File: config.mk
export PLATFORM = sky130hd
export DESIGN_NAME = pid_conditional_integration_core_flat
export DESIGN_NICKNAME = d
export VERILOG_FILES = /design/src/rtl/pci_pkg.sv /design/src/rtl/pci_stream_if.sv /design/src/rtl/pci_serial_mul.sv /design/src/rtl/pci_serial_div.sv /design/src/rtl/pid_conditional_integration_core.sv /design/src/flat_wrapper.sv
export SDC_FILE = /design/constraint.sdc
export NUM_CORES = 2
export LEC_CHECK = 0
export ABC_AREA = 1
export BUFFER_PORTS_ARGS = -buffer_cell sky130_fd_sc_hd__buf_2
export CAP_MARGIN = 40
export CORE_MARGIN = 3
export CORE_UTILIZATION = 45
export CTS_CLUSTER_SIZE = 10
export DETAILED_ROUTE_END_ITERATION = 7
export GPL_TIMING_DRIVEN = 1
export MAX_ROUTING_LAYER = met4
export PLACE_DENSITY_LB_ADDON = 0.25
export SLEW_MARGIN = 20
export SYNTH_ARGS = -nofsm -noshare
export SYNTH_HDL_FRONTEND = slang
export SYNTH_SLANG_ARGS = --single-unit
File: constraint.sdc
create_clock -name clk -period 14.5 [get_ports clk]
set_clock_uncertainty 0.2 [all_clocks]
set_input_delay 3.625 -clock clk [delete_from_list [all_inputs] [get_ports clk]]
set_output_delay 3.625 -clock clk [all_outputs]
set_load 0.01 [all_outputs]
File: src/rtl/pci_pkg.sv
`default_nettype none
package pci_pkg;
  localparam int DW = 32;
  localparam int FB = 15;
  localparam int LW = 23;
  localparam int OW = 8;
  localparam int AW = 3;
  localparam int PW = 2 * DW;

  localparam logic [AW-1:0] REG_TARGET = 3'd0;
  localparam logic [AW-1:0] REG_KP     = 3'd1;
  localparam logic [AW-1:0] REG_KI     = 3'd2;
  localparam logic [AW-1:0] REG_KD     = 3'd3;
  localparam logic [AW-1:0] REG_DT     = 3'd4;
  localparam logic [AW-1:0] REG_MIN    = 3'd5;
  localparam logic [AW-1:0] REG_MAX    = 3'd6;

  localparam logic [LW-1:0] MAX_RESET = 23'd8355840;
  localparam logic signed [DW-1:0] POS_LIM = {1'b0, {(DW-1){1'b1}}};
  localparam logic signed [DW-1:0] NEG_LIM = {1'b1, {(DW-1){1'b0}}};

  // Saturate a wider signed value to the data width.
  function automatic logic signed [DW-1:0] sat_dw(input logic signed [DW+1:0] v);
    logic signed [DW+1:0] hi_lim;
    logic signed [DW+1:0] lo_lim;
    hi_lim = {{2{1'b0}}, POS_LIM};
    lo_lim = {{2{1'b1}}, NEG_LIM};
    if (v > hi_lim) return POS_LIM;
    if (v < lo_lim) return NEG_LIM;
    return v[DW-1:0];
  endfunction
endpackage
`default_nettype wire

File: src/rtl/pci_stream_if.sv
`default_nettype none
interface pci_stream_if #(parameter int W = 32) (input wire logic clk);
  logic         valid;
  logic         ready;
  logic [W-1:0] data;
  modport source (output valid, output data, input ready);
  modport sink (input valid, input data, output ready);
endinterface
`default_nettype wire

File: src/rtl/pci_serial_mul.sv
`default_nettype none
// Bit-serial signed fractional multiplier: one multiplier bit per cycle.
// Result is the exact product shifted right by the fraction bits (floor),
// saturated to the data width.
module pci_serial_mul (
  input  wire logic                        clk,
  input  wire logic                        rst,
  input  wire logic                        start,
  input  wire logic signed [pci_pkg::DW-1:0] a,
  input  wire logic signed [pci_pkg::DW-1:0] b,
  output logic                             done,
  output logic signed [pci_pkg::DW-1:0]    result
);
  import pci_pkg::*;

  logic signed [PW-1:0] acc;
  logic signed [PW-1:0] mcand;
  logic [DW-1:0]        mplier;
  logic [5:0]           count;
  logic                 busy;
  logic signed [PW-1:0] shifted;
  logic signed [PW-1:0] addend;

  // Partial product of the current bit; the sign bit carries negative weight.
  always_comb begin
    addend = '0;
    if (mplier[0]) begin
      addend = (count == 6'(DW - 1)) ? -mcand : mcand;
    end
  end

  always_ff @(posedge clk) begin
    if (rst) begin
      busy  <= 1'b0;
      done  <= 1'b0;
      count <= '0;
    end else begin
      done <= 1'b0;
      if (start) begin
        busy   <= 1'b1;
        count  <= '0;
        acc    <= '0;
        mcand  <= PW'(a);
        mplier <= b;
      end else if (busy) begin
        acc    <= acc + addend;
        mcand  <= mcand <<< 1;
        mplier <= mplier >> 1;
        count  <= count + 6'd1;
        if (count == 6'(DW - 1)) begin
          busy <= 1'b0;
          done <= 1'b1;
        end
      end
    end
  end

  // Arithmetic shift floors; then saturate.
  always_comb begin
    shifted = acc >>> FB;
    if (shifted > PW'(POS_LIM)) result = POS_LIM;
    else if (shifted < PW'(NEG_LIM)) result = NEG_LIM;
    else result = shifted[DW-1:0];
  end
endmodule
`default_nettype wire

File: src/rtl/pci_serial_div.sv
`default_nettype none
// Restoring divider, one quotient bit per cycle: (num << FB) / den,
// truncating toward zero, saturated to the data width.
module pci_serial_div (
  input  wire logic                          clk,
  input  wire logic                          rst,
  input  wire logic                          start,
  input  wire logic signed [pci_pkg::DW-1:0] num,
  input  wire logic signed [pci_pkg::DW-1:0] den,
  output logic                               done,
  output logic signed [pci_pkg::DW-1:0]      result
);
  import pci_pkg::*;

  localparam int NB = DW + FB;

  logic [NB-1:0] dividend;
  logic [DW:0]   rem;
  logic [NB-1:0] quot;
  logic [DW-1:0] dmag;
  logic          neg;
  logic          busy;
  logic [6:0]    count;
  logic [DW:0]   trial;
  logic [NB:0]   mag_ext;

  assign trial = {rem[DW-1:0], dividend[NB-1]};

  always_ff @(posedge clk) begin
    if (rst) begin
      busy  <= 1'b0;
      done  <= 1'b0;
      count <= '0;
    end else begin
      done <= 1'b0;
      if (start) begin
        busy     <= 1'b1;
        count    <= '0;
        rem      <= '0;
        quot     <= '0;
        neg      <= num[DW-1] ^ den[DW-1];
        dividend <= {(num[DW-1] ? DW'(-num) : DW'(num)), {FB{1'b0}}};
        dmag     <= den[DW-1] ? DW'(-den) : DW'(den);
      end else if (busy) begin
        dividend <= dividend << 1;
        if (trial >= {1'b0, dmag}) begin
          rem  <= trial - {1'b0, dmag};
          quot <= {quot[NB-2:0], 1'b1};
        end else begin
          rem  <= trial;
          quot <= {quot[NB-2:0], 1'b0};
        end
        count <= count + 7'd1;
        if (count == 7'(NB - 1)) begin
          busy <= 1'b0;
          done <= 1'b1;
        end
      end
    end
  end

  // Sign the magnitude and saturate.
  always_comb begin
    mag_ext = {1'b0, quot};
    if (neg) begin
      if (mag_ext >= (NB+1)'({1'b1, {(DW-1){1'b0}}})) result = NEG_LIM;
      else result = -$signed(quot[DW-1:0]);
    end else begin
      if (mag_ext > (NB+1)'(POS_LIM)) result = POS_LIM;
      else result = quot[DW-1:0];
    end
  end
endmodule
`default_nettype wire

File: src/rtl/pid_conditional_integration_core.sv
`default_nettype none
// PID temperature controller with conditional-integration anti-windup.
// A request runs through the derivative divide, which forms 47 quotient
// bits, and then four multiplies (error*dt, p, i, d). The limit test
// follows; when the sum lands inside the limits, a fifth multiply for the
// updated integral runs before the output is formed. All of them run on
// one serial multiplier and one serial divider.
// With dt zero the drive of 0 is valid in the cycle after acceptance and
// the state is untouched. The result sits in an output register. A new
// request is taken in the cycle after that result has been accepted.
module pid_conditional_integration_core (
  input  wire logic        clk,
  input  wire logic        rst,
  input  wire logic        cfg_we,
  input  wire logic [2:0]  cfg_index,
  input  wire logic [31:0] cfg_data,
  pci_stream_if.sink       in_ch,
  pci_stream_if.source     out_ch
);
  import pci_pkg::*;

  localparam logic [3:0] S_IDLE = 4'd0;
  localparam logic [3:0] S_DIV  = 4'd1;
  localparam logic [3:0] S_MDT  = 4'd2;
  localparam logic [3:0] S_MP   = 4'd3;
  localparam logic [3:0] S_MI   = 4'd4;
  localparam logic [3:0] S_MD   = 4'd5;
  localparam logic [3:0] S_TEST = 4'd6;
  localparam logic [3:0] S_MI2  = 4'd7;
  localparam logic [3:0] S_OUT  = 4'd8;
  localparam logic [3:0] S_WAIT = 4'd9;

  logic signed [DW-1:0] target, kp, ki, kd, dt;
  logic [LW-1:0]        lim_lo, lim_hi;
  logic signed [DW-1:0] last_error, integ_acc;
  logic signed [DW-1:0] err, cand, deriv, p_term, i_term, d_term;
  logic [3:0]           state;
  logic                 out_valid;
  logic [OW-1:0]        drive;

  logic                 mul_start, mul_done, div_start, div_done;
  logic signed [DW-1:0] mul_a, mul_b, mul_res, div_res;
  logic signed [DW+1:0] sum;
  logic signed [DW+1:0] clamped;
  logic                 in_range;

  // Configuration writes.
  always_ff @(posedge clk) begin
    if (rst) begin
      target <= '0; kp <= '0; ki <= '0; kd <= '0; dt <= '0;
      lim_lo <= '0; lim_hi <= MAX_RESET;
    end else if (cfg_we) begin
      unique case (cfg_index)
        REG_TARGET: target <= cfg_data;
        REG_KP:     kp <= cfg_data;
        REG_KI:     ki <= cfg_data;
        REG_KD:     kd <= cfg_data;
        REG_DT:     dt <= cfg_data;
        REG_MIN:    lim_lo <= cfg_data[LW-1:0];
        REG_MAX:    lim_hi <= cfg_data[LW-1:0];
        default: ;
      endcase
    end
  end

  assign sum = (DW+2)'(p_term) + (DW+2)'(i_term) + (DW+2)'(d_term);
  assign in_range = (sum >= $signed({3'b0, lim_lo})) && (sum <= $signed({3'b0, lim_hi}));

  // Raise to the lower limit, then lower to the upper one.
  always_comb begin
    clamped = sum;
    if (clamped < $signed({3'b0, lim_lo})) clamped = $signed({3'b0, lim_lo});
    if (clamped > $signed({3'b0, lim_hi})) clamped = $signed({3'b0, lim_hi});
  end

  // Operand selection for the shared multiplier.
  always_comb begin
    mul_a = err;
    mul_b = dt;
    unique case (state)
      S_MP:  begin mul_a = err;       mul_b = kp; end
      S_MI:  begin mul_a = integ_acc; mul_b = ki; end
      S_MD:  begin mul_a = deriv;     mul_b = kd; end
      S_MI2: begin mul_a = integ_acc; mul_b = ki; end
      default: begin mul_a = err;     mul_b = dt; end
    endcase
  end

  pci_serial_mul u_mul (
    .clk(clk), .rst(rst), .start(mul_start), .a(mul_a), .b(mul_b),
    .done(mul_done), .result(mul_res)
  );

  pci_serial_div u_div (
    .clk(clk), .rst(rst), .start(div_start),
    .num(sat_dw((DW+2)'(err) - (DW+2)'(last_error))), .den(dt),
    .done(div_done), .result(div_res)
  );

  assign in_ch.ready  = (state == S_IDLE) && !out_valid;
  assign out_ch.valid = out_valid;
  assign out_ch.data  = drive;

  // Sequencer: one pass of the control law per request.
  always_ff @(posedge clk) begin
    if (rst) begin
      state     <= S_IDLE;
      out_valid <= 1'b0;
      mul_start <= 1'b0;
      div_start <= 1'b0;
      last_error <= '0;
      integ_acc  <= '0;
    end else begin
      mul_start <= 1'b0;
      div_start <= 1'b0;
      if (out_valid && out_ch.ready) out_valid <= 1'b0;
      unique case (state)
        S_IDLE: begin
          if (in_ch.valid && in_ch.ready) begin
            if (dt == '0) begin
              drive     <= '0;
              out_valid <= 1'b1;
            end else begin
              err       <= sat_dw((DW+2)'(target) - (DW+2)'($signed(in_ch.data)));
              div_start <= 1'b1;
              state     <= S_WAIT;
            end
          end
        end
        S_WAIT: state <= S_DIV;
        S_DIV: if (div_done) begin
          deriv      <= div_res;
          last_error <= err;
          mul_start  <= 1'b1;
          state      <= S_MDT;
        end
        S_MDT: if (mul_done) begin
          cand      <= sat_dw((DW+2)'(integ_acc) + (DW+2)'(mul_res));
          mul_start <= 1'b1;
          state     <= S_MP;
        end
        S_MP: if (mul_done) begin
          p_term    <= mul_res;
          mul_start <= 1'b1;
          state     <= S_MI;
        end
        S_MI: if (mul_done) begin
          i_term    <= mul_res;
          mul_start <= 1'b1;
          state     <= S_MD;
        end
        S_MD: if (mul_done) begin
          d_term <= mul_res;
          state  <= S_TEST;
        end
        S_TEST: begin
          if (in_range) begin
            integ_acc <= cand;
            mul_start <= 1'b1;
            state     <= S_MI2;
          end else begin
            state <= S_OUT;
          end
        end
        S_MI2: if (mul_done) begin
          i_term <= mul_res;
          state  <= S_OUT;
        end
        S_OUT: begin
          drive     <= clamped[FB+OW-1:FB];
          out_valid <= 1'b1;
          state     <= S_IDLE;
        end
        default: state <= S_IDLE;
      endcase
    end
  end

  a_no_accept_busy: assert property (@(posedge clk) disable iff (rst)
    (state != S_IDLE) |-> !in_ch.ready) else $error("request taken while busy");
  a_out_once: assert property (@(posedge clk) disable iff (rst)
    (state == S_OUT) |=> out_valid) else $error("result not presented");
  a_units_exclusive: assert property (@(posedge clk) disable iff (rst)
    !(mul_start && div_start)) else $error("both units started");
endmodule
`default_nettype wire

File: src/flat_wrapper.sv
// flat-port wrapper written by rule: the top's interface ports become plain ports
module pid_conditional_integration_core_flat import pci_pkg::*;
  (clk, rst, cfg_we, cfg_index, cfg_data, in_ch_valid, in_ch_data, in_ch_ready, out_ch_valid, out_ch_data, out_ch_ready);
  pci_stream_if #(.W(DW)) in_ch_i (.clk(clk));
  pci_stream_if #(.W(OW)) out_ch_i (.clk(clk));
  input  wire logic clk;
  input  wire logic rst;
  input  wire logic cfg_we;
  input  wire logic [2:0] cfg_index;
  input  wire logic [31:0] cfg_data;
  input wire logic [$bits(in_ch_i.valid)-1:0] in_ch_valid;
  input wire logic [$bits(in_ch_i.data)-1:0] in_ch_data;
  output wire logic [$bits(in_ch_i.ready)-1:0] in_ch_ready;
  output wire logic [$bits(out_ch_i.valid)-1:0] out_ch_valid;
  output wire logic [$bits(out_ch_i.data)-1:0] out_ch_data;
  input wire logic [$bits(out_ch_i.ready)-1:0] out_ch_ready;
  assign in_ch_i.valid = in_ch_valid;
  assign in_ch_i.data = in_ch_data;
  assign in_ch_ready = in_ch_i.ready;
  assign out_ch_valid = out_ch_i.valid;
  assign out_ch_data = out_ch_i.data;
  assign out_ch_i.ready = out_ch_ready;
  pid_conditional_integration_core u_core (.clk(clk), .rst(rst), .cfg_we(cfg_we), .cfg_index(cfg_index), .cfg_data(cfg_data), .in_ch(in_ch_i), .out_ch(out_ch_i));
endmodule
; Word level (Yosys, flattened, before mapping)
; Cells that the tools add are included.
[classes]
n_addsub = 13
order_cmp = 15
eq_ne = 26
muxes = 89
n_bitwise = 7
reduce_logical = 38
[ops]
columns = operator, n
row1 = $mux 32, 22
row2 = $mux 64, 5
row3 = $mux 47, 3
row4 = $gt 34x32->1 const B, 3
row5 = $lt 34x32->1 const B, 3
row6 = $neg 32->32, 3
row7 = $pmux 32 s3, 1
row8 = $add 32x32->33, 2
row9 = $sub 32x32->33, 2
row10 = $add 64x64->64, 1
row11 = $neg 64->64, 1
row12 = $pmux 32 s2, 1
row13 = $gt 49x32->1 const B, 1
row14 = $lt 49x32->1 const B, 1
row15 = $ge 47x32->1 const B, 1
row16 = $gt 47x31->1 const B, 1
row17 = $mux 1, 39
row18 = $mux 4, 9
row19 = $pmux 4 s9, 1
row20 = $add 33x32->34, 1
row21 = $ge 34x24->1, 1
row22 = $gt 34x24->1, 1
row23 = $le 34x24->1, 1
row24 = $lt 34x24->1, 1
row25 = 35 further kinds, 83
[totals]
register_bits = 812
in_bits = 72
out_inout_bits = 10
wordCells = 224

; Logic depth before layout (Yosys ltp)
[logic_depth]
word_depth = 15
mapped_depth = 44

; Modules after synthesis
; A second synthesis with hierarchy kept.
[unflattened]
hier_cells = 7335
hier_area_um2 = 53523.8
[modules_own_cells]
columns = module, instances, cells_per_inst, area_per_inst_um2, seq_area_each_um2
row1 = pid_conditional_integration_core, 1, 3614, 28009.4, 11551.1
row2 = pci_serial_mul, 1, 2042, 13683.1, 4964.8
row3 = pci_serial_div, 1, 1679, 11831.3, 4504.3

; Worst setup path before layout
; No wires, ideal clock.
[synth_timing]
path_kind = input to register
start = input rst
end = register u_core.u_mul.busy
arrival_ps = 12397
required_time_ps = 14212
slack_ps = 1816
cell_stages = 4
n_path_buf = 1
path_cell_list = clkbuf_1 -> a21oi_1 -> o21ai_0 -> inv_1
[synth_rtl]
columns = item, line
row1 = start: declaration, flat_wrapper.sv:7  ; input wire logic rst;
row2 = end signal: assignment, pci_serial_mul.sv:34  ; busy <= 1'b0;
row3 = end signal: assignment, pci_serial_mul.sv:40  ; busy <= 1'b1;
row4 = end signal: assignment, pci_serial_mul.sv:51  ; busy <= 1'b0;
row5 = end: declaration, pci_serial_mul.sv:20  ; logic busy;

; Worst setup path in the final report
[layout_timing]
start = register u_core.d_term[1]
end = register u_core.drive[5] (netlist: u_core.out_ch.data[5]), data pin
[layout_via]
elab_chain_cells = 6
[layout_lines]
columns = item, line
row1 = start: declaration, pid_conditional_integration_core.sv:36  ; logic signed [DW-1:0] err, cand, deriv, p_term, i_term, d_term;
row2 = start signal: assignment, pid_conditional_integration_core.sv:153  ; d_term <= mul_res;
row3 = $add 33x32->34 (*), pid_conditional_integration_core.sv:66  ; assign sum = (DW+2)'(p_term) + (DW+2)'(i_term) + (DW+2)'(d_term);
row4 = $lt 34x24->1, pid_conditional_integration_core.sv:72  ; if (clamped < $signed({3'b0, lim_lo})) clamped = $signed({3'b0, lim_lo});
row5 = $mux 34 (*), pid_conditional_integration_core.sv:72
row6 = $gt 34x24->1, pid_conditional_integration_core.sv:73  ; if (clamped > $signed({3'b0, lim_hi})) clamped = $signed({3'b0, lim_hi});
row7 = $mux 23 (*), pid_conditional_integration_core.sv:73
row8 = $pmux 8 s2 (*), pid_conditional_integration_core.sv:117  ; unique case (state)
row9 = end signal: assignment, pid_conditional_integration_core.sv:170  ; drive <= clamped[FB+OW-1:FB];
row10 = end: declaration, pid_conditional_integration_core.sv:39  ; logic [OW-1:0] drive;
; Every way passes the cells marked *; elsewhere a longest branch is shown, timed or not.
; A chain may end at the register's enable or synchronous reset.

==> results.json <==
{
  "async_reset_ff_share_pct": 0,
  "die_h_um": 341,
  "initial_core_util_pct": 45.4,
  "end_kind": "flip-flop",
  "seq_area_sq_um": 21000,
  "rr_endpoint": "u_core.out_ch.data[5]",
  "synth.distinct_cells": 65,
  "clockRootBuffer": "clkbuf_16",
  "grt_use_met1_pct": 38.0,
  "io_pins": 82,
  "hold_ws_ns": 0.247,
  "final_cell_mix": "1049 x nand2_1, 887 x nor2_1, 732 x inv_1, 643 x a21oi_1, 633 x o21ai_0",
  "setup_viol_count_final": 0,
  "area_growth_pct": 10.5,
  "final_common_cell": "nand2_1",
  "multi_input_area_sq_um": 25800,
  "setup_ws_ns": 6.75,
  "power_mw": 6.16,
  "synth-seq-cells": 798,
  "grt_pass1_wl_um": 245000,
  "r2r_start": "u_core.d_term[1]",
  "clk_latency_ns": 0.70,
  "synthFlopType": "edfxtp_1",
  "max-cap-violations": 0,
  "grt_pass1_vias": 42200,
  "grt_max_degree": 120,
  "grt_overflow_total": 0,
  "fmax_mhz": 129,
  "routed_wl_um": 158000,
  "postRouteAntennaNets": 0,
  "min_path_type": "flip-flop to flip-flop",
  "layout_min_cycle_time_ns": 7.75,
  "vias_per_cell": 5.61,
  "fillCellCount": 10800,
  "antenna_found_initial": 2,
  "slowest_delay_ns": 0.56,
  "syn_area_per_cell_sq_um": 7.86,
  "drc_errors": 0,
  "cts_made_buffers": 98,
  "grt_usage_pct": 27.4,
  "coreArea_sq_um": 111000,
  "cts.repair.resized": 0,
  "largestRegisters": "u_core.u_mul.acc: 64 flops, u_core.u_mul.mcand: 64 flops, u_core.u_div.quot: 47 flops",
  "synth_nets": 6829,
  "stdcell_count": 8009,
  "reg2reg_depth": 37,
  "clk_path_buf_depth": 3,
  "power.leakage_nw": 23.1,
  "crit_path_max_fanout": 26,
  "crit_start": "u_core.d_term[1]",
  "dr.first_iter.drc_count": 4275,
  "cts_hold_buf": 0,
  "synth-seq-area-share_pct": 41.7,
  "tightest_slew_ns": 0.965,
  "wl_per_cell_um": 19.7,
  "max_slew_margin_pct": 35.6,
  "numClockSinks": 798,
  "tns_ns": 0,
  "final-max-slew-violation-count": 0,
  "synth_cells": 6418,
  "fin_area_sq_um": 55700,
  "yosys_warnings": 0,
  "cp-start-kind": "flip-flop",
  "rsz0062_at_grt": "no",
  "min_to": "u_core.kd[1]",
  "num_rows": 122,
  "drive_above_1_share_pct": 6.12,
  "cts.clk_slew.worst_paths_ns": 0.05,
  "report.final.hold_viol_count": 0,
  "n_antenna_cell": 0,
  "gp_congestion": 0.941,
  "cts_setup_buffers": 0,
  "grt.met2_usage_pct": 42.8,
  "die_area_sq_um": 116000,
  "placed_area_sq_um": 52600,
  "nets": 6856,
  "drt_first_pass_iters": 7,
  "hp-start": "u_core.kd[1]",
  "gr-max-usage-layer": "met2",
  "reg2reg_slack_ns": 6.75,
  "cp_common_cell": "nand2_1",
  "critPathRequiredTime_ns": 14.84,
  "synthesis.area_sq_um": 50400,
  "die_w_um": 341,
  "ir_worst_vdd_uv": 90.9,
  "portBuffers": 81,
  "crit_type": "flip-flop to flip-flop",
  "hpwl_um": 120000,
  "cpMaxStageDelayCell": "fa_1",
  "cts_tree": "done",
  "synth_edf_count": 504,
  "htreeDepth": 3,
  "finish.utilization_pct": 50.2,
  "status": "complete, no violations",
  "dp_cells": 7831,
  "cp_data_arrival_time_ns": 8.09,
  "min_path_cells": 2,
  "power_density_nw_per_um2": 111,
  "global_route.usage.met3_pct": 3.70,
  "period_share_pct": 53.4,
  "dpl_worst_slack_ns": 6.88,
  "vias": 45000
}
-- per-layer routing --
layer / wire, um / vias to the layer above
li1: - / 22000
met1: 72000 / 21300
met2: 71700 / 1458
met3: 10500 / 233
met4: 3960 / 0
met5: 0 / -
-- synth_stat cells (5+ instances only) --
library cell  instances  area [sq um]
xnor2_1              62           543
clkbuf_1            187           702
buf_2                15          75.1
o221ai_1             27           236
inv_1               733          2750
o21bai_1             14           105
a211oi_1             10          75.1
o211ai_1             34           255
nand3_2               5          50.1
clkinv_1              7          26.3
nand3_1             211          1060
a21o_1               19           143
nand2_2              37           231
a21oi_1             645          3230
a31oi_1              74           463
o21ai_0             633          3170
buf_1                 7          26.3
dfxtp_1             294          5890
o21a_1               30           225
nor2_4                7          78.8
nor3b_1               5          37.5
and3_1                7          43.8
edfxtp_1            504         15100
a21oi_2               6          52.6
o31ai_1              12          90.1
ha_1                301          3770
nand3b_1             11          82.6
nor2_1              899          3370
nand2_1            1051          3950
nand2_4               6          67.6
nand4_1              74           463
inv_2                 7          26.3
nor3_1              111           556
or2_2                 8          50.1
nor2_2               13          81.3
o21ai_1              17          85.1
nor4_1               43           269
fa_1                 38           761
a22oi_1              11          82.6
a221oi_1             64           561
a21boi_0             11          82.6
xor2_1              133          1160
-- kinds of logic after synthesis --
| group | Yosys count | share of synthesized area (%) |
|---|---|---|
| AOI/OAI and AO/OA | 1618 | 17.7 |
| adders and majority gates | 339 | 8.98 |
| DFF | 798 | 41.7 |
| buffers and inverters | 967 | 7.37 |
| and+or+nand+nor | 2501 | 20.8 |
| xor gates and xnor gates | 195 | 3.39 |
-- critical path, delay by kind of cell, from the launching register on --
kind	cells	cell delay (ns)
AO/OA/AOI/OAI	12	1.97
buffers and inverters	4	0.95
XOR/XNOR	1	0.19
adder cells (fa/ha/maj)	6	2.00
AND/OR/NAND/NOR	14	1.88
flip-flops	1	0.40
-- area by class of cell --
type	count	area share (%)
multi-input combinational	4653	46.3
sequential	798	37.7
inverter	748	5.05
clock buffer	152	4.91
tap	1488	3.34
timing repair buffer	146	2.07
clock inverter	24	0.635
-- power breakdown --
group          switching, mW  internal, mW
registers             0.0869          2.56
logic                  0.788         0.363
clock network          0.990          1.37
-- worst max path at each step --
stage	endpoint	depth (start not counted)
after floorplan	u_core.u_mul.busy	4
after global placement	u_core.out_ch.data[0]	36
after detailed placement	u_core.out_ch.data[3]	37
after CTS	u_core.out_ch.data[3]	37
after global routing	u_core.out_ch.data[3]	37
final	u_core.out_ch.data[5]	37
(Power assumes the default switching activity.)
